--- config.mk ---
export PLATFORM = sky130hd
export DESIGN_NAME = rle_text_row_encoder_top_flat
export DESIGN_NICKNAME = d
export VERILOG_FILES = /design/src/rte_pkg.sv /design/src/rte_if.sv /design/src/rle_text_row_encoder_top.sv /design/src/rte_run.sv /design/src/rte_ser.sv /design/src/flat_wrapper.sv
export SDC_FILE = /design/constraint.sdc
export NUM_CORES = 1
export LEC_CHECK = 0
export ABC_AREA = 1
export BUFFER_PORTS_ARGS = -buffer_cell sky130_fd_sc_hd__buf_2
export CAP_MARGIN = 30
export CORE_MARGIN = 5
export CORE_UTILIZATION = 25
export DETAILED_ROUTE_END_ITERATION = 10
export PLACE_DENSITY = 0.47
export SYNTH_ARGS = -nofsm -noshare
export SYNTH_HDL_FRONTEND = slang
export SYNTH_SLANG_ARGS = --single-unit
--- constraint.sdc ---
create_clock -name clk_i -period 3.3 [get_ports clk_i]
set_input_delay 0.165 -clock clk_i [delete_from_list [all_inputs] [get_ports clk_i]]
set_output_delay 0.165 -clock clk_i [all_outputs]
set_load 0.02 [all_outputs]
--- src/rte_pkg.sv ---
// Shared types, constants and helpers for the run-length text row encoder.
package rte_pkg;

  localparam int unsigned MaxRunDefault = 1024;
  // Run lengths are kept as BCD; 4 digits cover MAX_RUN up to 9999.
  localparam int unsigned RunDigits = 4;
  localparam int unsigned LenW      = 4 * RunDigits;

  localparam logic [7:0] SepChar   = 8'h7C;
  localparam logic [7:0] DigitBase = 8'h30;

  // Output slot order for one burst: closed run digits, closed run byte,
  // tail run digits, tail run byte, row separator.
  localparam int unsigned SlotCloseDig  = 0;
  localparam int unsigned SlotCloseByte = SlotCloseDig + RunDigits;
  localparam int unsigned SlotTailDig   = SlotCloseByte + 1;
  localparam int unsigned SlotTailByte  = SlotTailDig + RunDigits;
  localparam int unsigned SlotSep       = SlotTailByte + 1;
  localparam int unsigned NumSlots      = SlotSep + 1;

  typedef logic [LenW-1:0] len_bcd_t;

  typedef struct packed {
    logic       close_v;
    logic [7:0] close_byte;
    len_bcd_t   close_len;
    logic       tail_v;
    logic [7:0] tail_byte;
    len_bcd_t   tail_len;
    logic       sep;
  } burst_t;

  function automatic len_bcd_t bcd_inc(input len_bcd_t v);
    len_bcd_t   r;
    logic       c;
    logic [3:0] d;
    r = v;
    c = 1'b1;
    for (int i = 0; i < RunDigits; i++) begin
      d = v[4*i +: 4];
      if (c) begin
        if (d == 4'd9) begin
          r[4*i +: 4] = 4'd0;
        end else begin
          r[4*i +: 4] = d + 4'd1;
          c = 1'b0;
        end
      end
    end
    return r;
  endfunction

  // Bit i set when the i-th digit (most significant first) is printed.
  function automatic logic [RunDigits-1:0] digit_mask(input len_bcd_t v);
    logic [RunDigits-1:0] m;
    logic                 seen;
    logic                 multi;
    m     = '0;
    seen  = 1'b0;
    multi = (v != len_bcd_t'(1));
    for (int i = 0; i < RunDigits; i++) begin
      seen = seen | (v[LenW-1-4*i -: 4] != 4'd0);
      m[i] = seen & multi;
    end
    return m;
  endfunction

  function automatic logic [7:0] digit_char(input len_bcd_t v, input int unsigned i);
    return DigitBase | {4'h0, v[LenW-1-4*i -: 4]};
  endfunction

endpackage

--- src/rte_if.sv ---
// Valid/ready channel interfaces for cells in and text bytes out.
interface rte_in_if;
  logic       valid;
  logic       ready;
  logic [7:0] cell_req;
  logic       row_end;
  logic       frame_end;

  modport source (output valid, output cell_req, output row_end, output frame_end,
                  input ready);
  modport sink   (input valid, input cell_req, input row_end, input frame_end,
                  output ready);
endinterface

interface rte_out_if;
  logic       valid;
  logic       ready;
  logic [7:0] out_char;
  logic       last;

  modport source (output valid, output out_char, output last, input ready);
  modport sink   (input valid, input out_char, input last, output ready);
endinterface

--- src/rle_text_row_encoder_top.sv ---
// Top level of the run-length text row encoder.
//
//   channel  dir  payload                 transfer when
//   in_i     in   cell_req row_end frame  valid && ready
//   out_o    out  out_char last           valid && ready
//
// One cell is taken per cycle while no burst is pending; cells that only
// extend or open a run give no output. A cell that closes runs hands a
// burst of 1 to 7 characters to the serializer, which sends one character
// per cycle while out_o is ready; the input holds while a burst waits for
// the previous one to drain. The cell, its burst (serializer slots) and its
// first character (output register) are registered in turn; a draining burst
// or a stalled output delays it. Reset clears the open run and all valid flags.
module rle_text_row_encoder_top #(
  parameter int unsigned MaxRun = rte_pkg::MaxRunDefault
) (
  input  logic       clk_i,
  input  logic       rst_ni,
  rte_in_if.sink     in_i,
  rte_out_if.source  out_o
);

  logic            rec_valid;
  logic            rec_ready;
  rte_pkg::burst_t rec;

  rte_run #(
    .MaxRun (MaxRun)
  ) u_run (
    .clk_i       (clk_i),
    .rst_ni      (rst_ni),
    .in_valid_i  (in_i.valid),
    .in_ready_o  (in_i.ready),
    .cell_i      (in_i.cell_req),
    .row_end_i   (in_i.row_end),
    .frame_end_i (in_i.frame_end),
    .rec_valid_o (rec_valid),
    .rec_ready_i (rec_ready),
    .rec_o       (rec)
  );

  rte_ser u_ser (
    .clk_i       (clk_i),
    .rst_ni      (rst_ni),
    .rec_valid_i (rec_valid),
    .rec_ready_o (rec_ready),
    .rec_i       (rec),
    .out_valid_o (out_o.valid),
    .out_ready_i (out_o.ready),
    .out_char_o  (out_o.out_char),
    .out_last_o  (out_o.last)
  );

  a_burst_nonempty: assert property (@(posedge clk_i) disable iff (!rst_ni)
    rec_valid |-> (rec.close_v || rec.tail_v))
    else $error("burst with no run");

  a_sep_with_tail: assert property (@(posedge clk_i) disable iff (!rst_ni)
    rec_valid && rec.sep |-> rec.tail_v)
    else $error("separator without row end run");

  a_run_len_nonzero: assert property (@(posedge clk_i) disable iff (!rst_ni)
    rec_valid |-> (!rec.close_v || rec.close_len != '0) && (!rec.tail_v || rec.tail_len != '0))
    else $error("zero length run in burst");

  a_hold_on_burst: assert property (@(posedge clk_i) disable iff (!rst_ni)
    rec_valid && !rec_ready |=> rec_valid && $stable(rec))
    else $error("pending burst changed before transfer");

endmodule

--- src/rte_run.sv ---
// Input register and open-run tracking; hands closed runs to the serializer as bursts.
module rte_run #(
  parameter int unsigned MaxRun = rte_pkg::MaxRunDefault
) (
  input  logic            clk_i,
  input  logic            rst_ni,
  input  logic            in_valid_i,
  output logic            in_ready_o,
  input  logic [7:0]      cell_i,
  input  logic            row_end_i,
  input  logic            frame_end_i,
  output logic            rec_valid_o,
  input  logic            rec_ready_i,
  output rte_pkg::burst_t rec_o
);

  localparam rte_pkg::len_bcd_t MaxBcd = {
    4'((MaxRun / 1000) % 10), 4'((MaxRun / 100) % 10),
    4'((MaxRun / 10) % 10),   4'(MaxRun % 10)
  };

  logic              v_q;
  logic [7:0]        cell_q;
  logic              row_end_q;
  logic              frame_end_q;
  logic              open_q;
  logic [7:0]        byte_q;
  rte_pkg::len_bcd_t len_q;

  logic              same;
  logic              close;
  logic              burst;
  logic              adv;
  rte_pkg::len_bcd_t new_len;

  assign same    = open_q && (cell_q == byte_q) && (len_q != MaxBcd);
  assign close   = open_q && !same;
  assign new_len = same ? rte_pkg::bcd_inc(len_q) : rte_pkg::len_bcd_t'(1);
  assign burst   = close || row_end_q;
  assign adv     = v_q && (!burst || rec_ready_i);

  assign in_ready_o  = !v_q || adv;
  assign rec_valid_o = v_q && burst;

  always_comb begin
    rec_o            = '0;
    rec_o.close_v    = close;
    rec_o.close_byte = byte_q;
    rec_o.close_len  = len_q;
    rec_o.tail_v     = row_end_q;
    rec_o.tail_byte  = cell_q;
    rec_o.tail_len   = new_len;
    rec_o.sep        = row_end_q && !frame_end_q;
  end

  always_ff @(posedge clk_i or negedge rst_ni) begin
    if (!rst_ni) begin
      v_q    <= 1'b0;
      open_q <= 1'b0;
      byte_q <= '0;
      len_q  <= '0;
    end else begin
      if (in_ready_o) begin
        v_q <= in_valid_i;
      end
      if (adv) begin
        if (row_end_q) begin
          open_q <= 1'b0;
          byte_q <= '0;
          len_q  <= '0;
        end else begin
          open_q <= 1'b1;
          byte_q <= cell_q;
          len_q  <= new_len;
        end
      end
    end
  end

  always_ff @(posedge clk_i) begin
    if (in_ready_o && in_valid_i) begin
      cell_q      <= cell_i;
      row_end_q   <= row_end_i;
      frame_end_q <= frame_end_i;
    end
  end

endmodule

--- src/rte_ser.sv ---
// Burst serializer: walks the pending character slots into a registered output.
module rte_ser (
  input  logic            clk_i,
  input  logic            rst_ni,
  input  logic            rec_valid_i,
  output logic            rec_ready_o,
  input  rte_pkg::burst_t rec_i,
  output logic            out_valid_o,
  input  logic            out_ready_i,
  output logic [7:0]      out_char_o,
  output logic            out_last_o
);

  localparam int unsigned NS = rte_pkg::NumSlots;
  localparam int unsigned ND = rte_pkg::RunDigits;

  rte_pkg::burst_t rec_q;
  logic [NS-1:0]   mask_q;
  logic            out_valid_q;
  logic [7:0]      out_char_q;
  logic            out_last_q;

  logic [NS-1:0]   new_mask;
  logic [NS-1:0]   pick;
  logic [NS-1:0]   rest;
  logic [7:0]      slot_char [NS];
  logic [7:0]      sel_char;
  logic            load_out;
  logic            emit;

  always_comb begin
    new_mask = '0;
    if (rec_i.close_v) begin
      new_mask[rte_pkg::SlotCloseDig +: ND] = rte_pkg::digit_mask(rec_i.close_len);
      new_mask[rte_pkg::SlotCloseByte]      = 1'b1;
    end
    if (rec_i.tail_v) begin
      new_mask[rte_pkg::SlotTailDig +: ND] = rte_pkg::digit_mask(rec_i.tail_len);
      new_mask[rte_pkg::SlotTailByte]      = 1'b1;
    end
    new_mask[rte_pkg::SlotSep] = rec_i.sep;
  end

  always_comb begin
    for (int i = 0; i < ND; i++) begin
      slot_char[rte_pkg::SlotCloseDig + i] = rte_pkg::digit_char(rec_q.close_len, i);
      slot_char[rte_pkg::SlotTailDig + i]  = rte_pkg::digit_char(rec_q.tail_len, i);
    end
    slot_char[rte_pkg::SlotCloseByte] = rec_q.close_byte;
    slot_char[rte_pkg::SlotTailByte]  = rec_q.tail_byte;
    slot_char[rte_pkg::SlotSep]       = rte_pkg::SepChar;
  end

  // lowest pending slot goes first
  assign pick = mask_q & (~mask_q + NS'(1));
  assign rest = mask_q & ~pick;

  always_comb begin
    sel_char = '0;
    for (int i = 0; i < NS; i++) begin
      sel_char = sel_char | (slot_char[i] & {8{pick[i]}});
    end
  end

  assign load_out    = !out_valid_q || out_ready_i;
  assign emit        = load_out && (mask_q != '0);
  assign rec_ready_o = (mask_q == '0) || (emit && (rest == '0));

  always_ff @(posedge clk_i or negedge rst_ni) begin
    if (!rst_ni) begin
      mask_q      <= '0;
      out_valid_q <= 1'b0;
    end else begin
      if (rec_valid_i && rec_ready_o) begin
        mask_q <= new_mask;
      end else if (emit) begin
        mask_q <= rest;
      end
      if (load_out) begin
        out_valid_q <= emit;
      end
    end
  end

  always_ff @(posedge clk_i) begin
    if (rec_valid_i && rec_ready_o) begin
      rec_q <= rec_i;
    end
    if (emit) begin
      out_char_q <= sel_char;
      out_last_q <= (rest == '0);
    end
  end

  assign out_valid_o = out_valid_q;
  assign out_char_o  = out_char_q;
  assign out_last_o  = out_last_q;

endmodule

--- src/flat_wrapper.sv ---
// flat-port wrapper written by rule: the top's interface ports become plain ports
module rle_text_row_encoder_top_flat 
#(
  parameter int unsigned MaxRun = rte_pkg::MaxRunDefault
)
  (clk_i, rst_ni, in_i_valid, in_i_cell_req, in_i_row_end, in_i_frame_end, in_i_ready, out_o_valid, out_o_out_char, out_o_last, out_o_ready);
  rte_in_if in_i_i ();
  rte_out_if out_o_i ();
  input  logic clk_i;
  input  logic rst_ni;
  input wire logic [$bits(in_i_i.valid)-1:0] in_i_valid;
  input wire logic [$bits(in_i_i.cell_req)-1:0] in_i_cell_req;
  input wire logic [$bits(in_i_i.row_end)-1:0] in_i_row_end;
  input wire logic [$bits(in_i_i.frame_end)-1:0] in_i_frame_end;
  output wire logic [$bits(in_i_i.ready)-1:0] in_i_ready;
  output wire logic [$bits(out_o_i.valid)-1:0] out_o_valid;
  output wire logic [$bits(out_o_i.out_char)-1:0] out_o_out_char;
  output wire logic [$bits(out_o_i.last)-1:0] out_o_last;
  input wire logic [$bits(out_o_i.ready)-1:0] out_o_ready;
  assign in_i_i.valid = in_i_valid;
  assign in_i_i.cell_req = in_i_cell_req;
  assign in_i_i.row_end = in_i_row_end;
  assign in_i_i.frame_end = in_i_frame_end;
  assign in_i_ready = in_i_i.ready;
  assign out_o_valid = out_o_i.valid;
  assign out_o_out_char = out_o_i.out_char;
  assign out_o_last = out_o_i.last;
  assign out_o_i.ready = out_o_ready;
  rle_text_row_encoder_top #(.MaxRun(MaxRun)) u_core (.clk_i(clk_i), .rst_ni(rst_ni), .in_i(in_i_i), .out_o(out_o_i));
endmodule
=== Word level (Yosys, flattened, before mapping) ===
Cells that the tools add are included.

* Input port bits: 14
* Logic and storage cells: 118
* Register bits after elaboration: 105
* Output and inout bits: 11

* Bitwise gates (word level): 38
* Muxes and demuxes: 20
* Equal/unequal tests: 8
* Add/sub/neg operators: 5
* Reduce and logical (&&, ||, !) cells: 32

{| class="wikitable"
|+ Operator list
! operator !! count
|-
| $or A8 B8 Y8 || 9
|-
| $and A6 B8 Y8 || 8
|-
| $mux W16 || 2
|-
| $ne A16 B1 Y1 const B || 2
|-
| $reduce_bool A4 Y1 || 8
|-
| $mux W4 || 7
|-
| $and A11 B11 Y11 || 2
|-
| $logic_not A11 Y1 || 2
|-
| $mux W11 || 2
|-
| $not A11 Y11 || 2
|-
| $add A4 B1 Y4 const B || 4
|-
| $and A8 B8 Y8 || 2
|-
| $eq A4 B4 Y1 const B || 4
|-
| $ne A16 B13 Y1 const B || 1
|-
| $add A11 B1 Y11 const B || 1
|-
| $reduce_bool A11 Y1 || 1
|-
| $logic_and A1 B1 Y1 || 10
|-
| $mux W5 || 2
|-
| $and A1 B1 Y1 || 8
|-
| $eq A8 B8 Y1 || 1
|-
| $mux W8 || 1
|-
| $or A8 B7 Y8 || 1
|-
| $mux W1 || 6
|-
| $or A1 B1 Y1 || 6
|-
| other kinds (3) || 11
|}

=== Logic depth before layout (Yosys ltp) ===
Gate-level depths: netlist (run 1).

* Depth in word-level cells: 14
* Depth in mapped cells: 15
* Depth with buffers taken out: 15

=== Modules after synthesis ===
Synthesis (run 1) repeated with hierarchy kept, for this count alone.

* Cells, all modules: 649
* Area, all modules: 5512.8 sq um

{| class="wikitable"
|+ Modules (own cells, without submodules)
! module !! seq. area each (sq um) !! area each (sq um) !! cells each !! instances
|-
| rte_ser || 2011.9 || 3067.9 || 279 || 1
|-
| rte_run || 950.9 || 2444.8 || 370 || 1
|}

=== Least setup slack after synthesis (run 1) ===
No wires, ideal clock.

* Path kind: register to register
* Start: reg u_core.u_run.len_q[13]
* End: reg u_core.u_ser.rec_q[10] (netlist bit) (enable)
* Setup time: 402 ps
* Stages on the path, launching flop included: 13
* Arrival: 2472 ps
* Path slack: 426 ps
* Period minus slack after synthesis: 2874 ps
* Path through: dfrtp_1 > inv_1 > ha_1 > nand2_1 > nor2_1 > nand2_1 > nor2_1 > nor2_1 > nand2_1 > nand2_1 > a21boi_2 > nand2_1 > inv_1

* Cells in the longest elaborated chain, start to end: 7

{| class="wikitable"
|+ RTL lines
! element !! line !! text
|-
| start, declared || rte_run.sv:28 || <nowiki>rte_pkg::len_bcd_t len_q;</nowiki>
|-
| start signal, assigned || rte_run.sv:74 || <nowiki>len_q <= new_len;</nowiki>
|-
| $ne A16 B13 Y1 || rte_run.sv:36 || <nowiki>assign same = open_q && (cell_q == byte_q) && (len_q != MaxBcd);</nowiki>
|-
| $logic_and A1 B1 Y1 || rte_run.sv:36 ||
|-
| $logic_not A1 Y1 || rte_run.sv:37 || <nowiki>assign close = open_q && !same;</nowiki>
|-
| $logic_and A1 B1 Y1 || rte_run.sv:37 ||
|-
| $logic_or A1 B1 Y1 || rte_run.sv:39 || <nowiki>assign burst = close || row_end_q;</nowiki>
|-
| $logic_and A1 B1 Y1 || rte_run.sv:43 || <nowiki>assign rec_valid_o = v_q && burst;</nowiki>
|-
| $logic_and A1 B1 Y1 || rte_ser.sv:86 || <nowiki>if (rec_valid_i && rec_ready_o) begin</nowiki>
|-
| end signal, assigned || rte_ser.sv:87 || <nowiki>rec_q <= rec_i;</nowiki>
|-
| end, declared || rte_ser.sv:17 || <nowiki>rte_pkg::burst_t rec_q;</nowiki>
|}

No other way between the ends.
A chain may end at the register's enable or synchronous reset.

=== Worst setup path in the final report (run 1) ===
* Start: reg u_core.u_run.len_q[13]
* End: out in_i_ready

* Cells in the longest elaborated chain, start to end: 9

{| class="wikitable"
|+ RTL lines
! element !! line !! text
|-
| $ne A16 B13 Y1 || rte_run.sv:36 ||
|-
| $logic_and A1 B1 Y1 || rte_run.sv:36 ||
|-
| $logic_not A1 Y1 || rte_run.sv:37 ||
|-
| $logic_and A1 B1 Y1 || rte_run.sv:37 ||
|-
| $logic_or A1 B1 Y1 || rte_run.sv:39 ||
|-
| $logic_not A1 Y1 || rte_run.sv:40 || <nowiki>assign adv = v_q && (!burst || rec_ready_i);</nowiki>
|-
| $logic_or A1 B1 Y1 || rte_run.sv:40 ||
|-
| $logic_and A1 B1 Y1 || rte_run.sv:40 ||
|-
| $logic_or A1 B1 Y1 || rte_run.sv:42 || <nowiki>assign in_ready_o = !v_q || adv;</nowiki>
|-
| end, declared || flat_wrapper.sv:15 || <nowiki>output wire logic [$bits(in_i_i.ready)-1:0] in_i_ready;</nowiki>
|}

No other way between the ends.

==> results of run 1 <==
metal layers:
layer	vias up	share of wire (%)	GRT usage, %
li1	2049	-	-
met1	1863	48	16.1
met2	64	47	18.7
met3	19	3.5	2.12
met4	0	1.7	3.70
met5	-	0	0
final cells by class:
cell class | instances | area share (%)
Timing Repair Buffer | 44 | 5.25
Inverter | 81 | 4.95
Clock inverter | 7 | 1.65
Clock buffer | 9 | 3.66
Tap cell | 270 | 5.50
Sequential cell | 105 | 48.2
Multi-Input combinational cell | 406 | 30.8
logic make-up after synthesis:
family,after synthesis,synth area share [%]
AND/OR/NAND/NOR,345,28.0
flip-flops,105,56.8
buffers and inverters,88,6.86
AO/OA/AOI/OAI,50,6.05
adder cells (fa/ha/maj),6,1.44
XOR/XNOR,5,0.840
power by group:
group	internal, mW	total [mW]	switching (mW)
registers	1.53	1.65	0.117
logic	0.181	0.533	0.352
clock network	0.674	1.19	0.518
stage by stage:
step | std cells | setup WS (ns) | instance area [µm²] | hold WS (ns) | total power, mW
after floorplan | 599 | 0.426 | 5210 | -0.131 | 2.03
after global placement | 893 | 0.540 | 5680 | 0.343 | 2.20
after detailed placement | 895 | 0.584 | 5710 | 0.155 | 2.21
after CTS | 922 | 0.527 | 6150 | 0.0376 | 3.41
after global routing | 922 | 0.306 | 6150 | 0.0380 | 3.56
final | 922 | 0.559 | 6150 | 0.0419 | 3.37
flip-flops by register name (all words and copies together) (netlist names):
name,cells
u_core.u_run.len_q,16
u_core.u_ser.out_last_o,1
u_core.u_run.row_end_q,1
u_core.u_ser.rec_q,48
u_core.u_run.open_q,1
u_core.u_run.v_q,1
u_core.u_ser.mask_q,11
u_core.u_run.byte_q,8
u_core.u_run.frame_end_q,1
u_core.u_run.cell_q,8
u_core.u_ser.out_valid_o,1
u_core.u_ser.out_char_o,8
worst paths after layout:
kind                                                    startpoint                                 end  slack [ns]  cells after the start
worst max-delay path            u_core.u_run.len_q[13]$_DFFE_PN0P_                          in_i_ready        0.56                     14
worst min-delay path                                    in_i_valid        u_core.u_run.v_q$_DFFE_PN0P_        0.04                      3
worst max register to register  u_core.u_run.len_q[13]$_DFFE_PN0P_  u_core.u_ser.mask_q[2]$_DFFE_PN0P_        0.60                     15
worst min register to register    u_core.u_run.cell_q[7]$_DFFE_PP_    u_core.u_ser.rec_q[24]$_DFFE_PP_        0.49                      0
max in group asynchronous                                   rst_ni  u_core.u_run.len_q[13]$_DFFE_PN0P_        2.51                      3
min in group asynchronous                                   rst_ni  u_core.u_run.byte_q[4]$_DFFE_PN0P_        0.30                      2
worst min-delay path: stages:
cell and delay, ns:
buf_2 0.07, inv_1 0.05, nand2_1 0.07
repair_timing:
action	in CTS	in global routing
hold buffers	11	0
endpoints found under the hold margin	26	0
gates resized for setup	0	0
cells in the mapped netlist (all sizes together):
cell type | number | area, µm²
a211oi | 2 | 15.0
a21boi | 1 | 11.3
a21o | 1 | 7.51
a21oi | 18 | 90.1
a221o | 2 | 20.0
a221oi | 3 | 26.3
a22o | 2 | 17.5
a22oi | 1 | 7.51
a31oi | 1 | 6.26
and2 | 1 | 6.26
and3 | 1 | 6.26
buf | 6 | 48.8
clkbuf | 1 | 5.00
dfrtp | 38 | 951
edfxtp | 67 | 2010
ha | 6 | 75.1
inv | 81 | 304
nand2 | 205 | 785
nand3 | 45 | 230
nand4 | 8 | 50.1
nor2 | 73 | 307
nor3 | 6 | 35.0
nor3b | 1 | 7.51
nor4 | 2 | 12.5
o21ai | 17 | 96.4
o311ai | 1 | 8.76
o32ai | 1 | 8.76
or2 | 1 | 6.26
or3 | 2 | 12.5
xnor2 | 1 | 8.76
xor2 | 4 | 35.0
==> metrics, run 1 <==
io pins=25; cts bufs inserted=9; Core Box Area=20400 µm²; CP endpoint kind=primary output; drt first-iter violations=279; Slew headroom=40.8%; initial antenna violation count=0; Area Overhead vs Synth=17.9%; CTS Buffer Depth=2; grt total ovfl=0; WL final=13400 µm; Final Skew=0.00785 ns; Root Driver=clkbuf_16; number of setup buffers added after CTS=0; Avg Inst Size Synth=8.70 µm²; sequential cell area=2960 µm²; sequential element share of the synthesized area=56.8%; Crit Path Category=flip-flop to primary output; Slew @ Worst Pin=0.880 ns; Yosys Warn Count=0; die footprint=23800 µm²; most common cell after layout, fill and taps aside=nand2_1; Worst Path Arrival=2.58 ns; Leak=2.80 nW; Final Util=30.2%; clk sinks=105; Die Y=154 µm; row cnt=52; Slowest Stage Delay on Critical Path=0.44 ns; number of remaining DRC errors=0; first-pass GRT wire length=21600 µm; clock-pin transition on the worst setup and hold timing paths=0.07 ns; Top Family by Delay on Critical Path=simple AND/OR/NAND/NOR gates; hpwl dp=10100 µm; Worst EP required=3.13 ns; TNS Setup=0 ns; synthesis-stage register bit count=105; RSZ-0062 raised after global routing=false; setup violators final=0; Initial Utilization=25.6%; outcome=finished clean; post-synthesis cell area=5210 µm²; Skew-Pair Late Insertion Delay=0.35 ns; Cell variety after synth=41; multi-input gate area in the final layout=1890 µm²; die width=154 µm; crit-path cells=inv_1, ha_1, nand2_1, nor2_1, nand2_1, nor2_1, nor2_1, nand2_1, nand2_1, a21boi_2, inv_1, nor2_1, inv_1, buf_2; Port Buffers=24; antenna cells=0; vias per cell=4.33; Hold WC Path Type=primary input to flip-flop; First-pass DRT Iterations=5; share of cells above drive strength 1=10.4%; Max FO, Critical Path=6; crit path time final=2.74 ns; pwr dens=549 nW/µm²; number of fillers in the final layout=2146; vias in the first global route=3974; GRT Total Usage=11.7%; Crit-path slowest cell=dfrtp_1; Final Max Slew Viols=0; Final nets=667; max-cap violation count=0; Syn Inst Count=599; critical path startpoint category=flip-flop; worst path bufs/invs=4; vias post-DR=3995; fin crit share=83.1%; Detail Route Antenna Nets=0; H-tree depth=3; Synthesized Nets=619; RD Place Congestion=0.846; f_max=365 MHz; Peak VDD IR=253 µV; final hold vios=0; largest net degree at the start of global routing=45; DR WL/cell=14.6 µm; most frequent cells in the layout=nand2_1 (201), inv_1 (76), edfxtp_1 (67); CTS tree=done
Note: power is estimated with default switching activity, not from simulation.
==> run 2: changes to the inputs <==
--- a/config.mk
+++ b/config.mk
@@ -5,7 +5,7 @@
 export SDC_FILE = /design/constraint.sdc
 export NUM_CORES = 1
 export LEC_CHECK = 0
-export ABC_AREA = 1
+export ABC_AREA = 0
 export BUFFER_PORTS_ARGS = -buffer_cell sky130_fd_sc_hd__buf_2
 export CAP_MARGIN = 30
 export CORE_MARGIN = 5
==> constraint.sdc (replaced) <==
create_clock -name clk_i -period 2.7 [get_ports clk_i]
set_input_delay 0.135 -clock clk_i [delete_from_list [all_inputs] [get_ports clk_i]]
set_output_delay 0.135 -clock clk_i [all_outputs]
set_load 0.02 [all_outputs]
==> run 2 against run 1 <==
The flow now finishes with violations (negative setup slack). Register-to-register slack got worse by 0.66 ns. Flip-flop and latch count unchanged. Critical path depth decreased by 5. Clock power increased by 12%. Core utilization increased by 2.2 points. Synthesized cell count decreased by 23%. Area after synthesis decreased by 3.0%. Die area decreased by 2.8%. Sequential share of layout area decreased by 2.7 points. Via count decreased by 5.4%. Hold slack improved by 0.086 ns. Non-clock buffer count increased by 53.
==> metrics, run 2 <==
Skew-Pair Late Insertion Delay=0.35 ns; initial antenna violation count=0; RD Place Congestion=0.809; CTS Buffer Depth=2; fin area=6510 µm²; WL final=13300 µm; drt first-iter violations=222; Core Box Area=20100 µm²; Worst EP required=2.57 ns; Worst Path Arrival=2.64 ns; First-pass DRT Iterations=5; TNS Setup=-1.96 ns; Die Y=152 µm; Synthesized Nets=482; io pins=25; Final Skew=0.00808 ns; pwr dens=960 nW/µm²; setup violators final=49; f_max=360 MHz; clock-pin transition on the worst setup and hold timing paths=0.07 ns; vias per cell=4.64; vias post-DR=3778; number of remaining DRC errors=0; synth cell count leaders=edfxtp_1 (67), nand2_1 (55), dfrtp_1 (38); Initial Utilization=25.2%; CTS tree=done; outcome=finished with violations; Cell variety after synth=57; row cnt=52; Yosys Warn Count=0; Synth top area share=39.8%; largest area contributor in the netlist=edfxtp_1; GRT Total Usage=11.3%; synthesis-stage register bit count=105; Max FO, Critical Path=7; H-tree depth=3; first-pass GRT wire length=20700 µm; reg2reg path depth=10; most common cell after layout, fill and taps aside=edfxtp_1; Peak VDD IR=309 µV; Leak=2.53 nW; Slew headroom=58.5%; top-count cell post-synth=edfxtp_1; hpwl dp=9820 µm; Final nets=559; Crit Path Category=flip-flop to primary output; max-cap violation count=0; critical path startpoint category=flip-flop; Hold WS=0.128 ns; Syn Inst Count=462; largest net degree at the start of global routing=36; crit path time final=2.78 ns; final hold vios=0; Root Driver=clkbuf_16; die width=152 µm; pre-CTS setup slack=0.00687 ns; Avg Inst Size Synth=10.9 µm²; Post-synth ARST share=36.2%; fin crit share=103%; post-synthesis cell area=5060 µm²; CP endpoint kind=primary output; share of cells above drive strength 1=22.6%; Area Overhead vs Synth=28.7%; Detail Route Antenna Nets=0; Final Util=32.4%; Synth Flop Type=edfxtp_1; antenna cells=0; Slew @ Worst Pin=0.617 ns; Port Buffers=24; RSZ-0062 raised after global routing=true; most frequent cells in the layout=edfxtp_1 (67), nand2_1 (53), buf_4 (48); largest cells by area after synthesis=edfxtp_1 (40%), dfrtp_1 (19%), nand2_1 (4.1%), o21ai_1 (3.5%), a21oi_1 (2.5%); grt total ovfl=0; Final Max Slew Viols=0; total placed instance area=5870 µm²; DR WL/cell=16.3 µm; sequential element share of the synthesized area=58.6%; die footprint=23200 µm²; max FFs per register=48; Regs by FF count=u_core.u_ser.rec_q (48), u_core.u_run.len_q (16), u_core.u_ser.mask_q (11); Hold WC Path Type=primary input to async pin; cts bufs inserted=9; vias in the first global route=3679; post-route setup slack=-0.0776 ns; violated checks=negative setup slack; Post-synth EDFFs=67; Largest Register=u_core.u_ser.rec_q; clk sinks=105
## run 2: cell type report
cell class / instances / area (µm²)
well taps: 270 / 338
fillers: 2013 / 13600
flip-flops and latches: 105 / 2960
repair buffers: 97 / 855
inverters: 10 / 37.5
clock buffers: 9 / 225
clock inverters: 7 / 77.6
multi-input cells: 316 / 2020
## run 2: logic make-up (layout without fill, tap and decap cells)
group | count (synthesis) | count (layout) | synth area share (%)
xor+xnor | 14 | 14 | 2.42
flops | 105 | 105 | 58.6
fa+ha+maj | 7 | 7 | 1.68
mux | 1 | 1 | 0.223
compound gates | 125 | 125 | 16.2
buf+inv | 41 | 123 | 3.59
simple gates | 169 | 169 | 17.4
## run 2: final timing paths
path	endpoint	slack, ns	startpoint
worst max-delay path	in_i_ready	-0.08	u_core.u_ser.mask_q[2]$_DFFE_PN0P_
worst min-delay path	u_core.u_ser.mask_q[9]$_DFFE_PN0P_	0.13	rst_ni
worst max register to register	u_core.u_ser.rec_q[40]$_DFFE_PP_	-0.06	u_core.u_ser.mask_q[2]$_DFFE_PN0P_
worst min register to register	u_core.u_ser.rec_q[45]$_DFFE_PP_	0.49	u_core.u_run.byte_q[3]$_DFFE_PN0P_
max in group asynchronous	u_core.u_ser.mask_q[0]$_DFFE_PN0P_	2.14	rst_ni
min in group clk_i	u_core.u_ser.out_valid_o$_DFFE_PN0P_	0.14	out_o_ready
## run 2: through the flow
stage,power [mW],cells
final,6.25,814
after floorplan,3.75,462
after global routing,6.60,814
after global placement,4.50,775
after detailed placement,4.54,776
after CTS,5.98,808
## run 2: worst max-delay path, cell delays in order (launching register included)
cell	delay, ns
dfrtp_1	0.38
or4_4	0.63
a2111oi_4	0.23
o21ai_2	0.13
a211oi_4	0.32
or2_4	0.18
nor2_1	0.06
buf_4	0.15
nand2_2	0.08
buf_6	0.13
## run 2: what timing repair did
action | in CTS | in global routing
resized for setup | 5 | 15
hold endpoints to repair | 49 | 0
buffers inserted | 4 | 5
pin swaps | 4 | 4
setup endpoints to repair | 18 | 82
hold buffers | 12 | 0
gates cloned | 0 | 4
## run 2: report_power, final
group / leakage (nW) / switching (mW) / total [mW] / internal (mW)
registers: 1.15 / 0.275 / 2.65 / 2.38
clock network: 0.148 / 0.605 / 1.33 / 0.727
logic: 1.23 / 1.23 / 2.27 / 1.04
total: 2.53 / 2.11 / 6.25 / 4.14
## run 2: routing by layer
layer | global-route usage, % | routed length (µm) | up-vias
met1 | 15.9 | 6360 | 1836
met2 | 17.3 | 6240 | 63
met4 | 4.20 | 277 | 0
met3 | 2.02 | 416 | 17
li1 | - | - | 1862
met5 | 0 | 0 | -
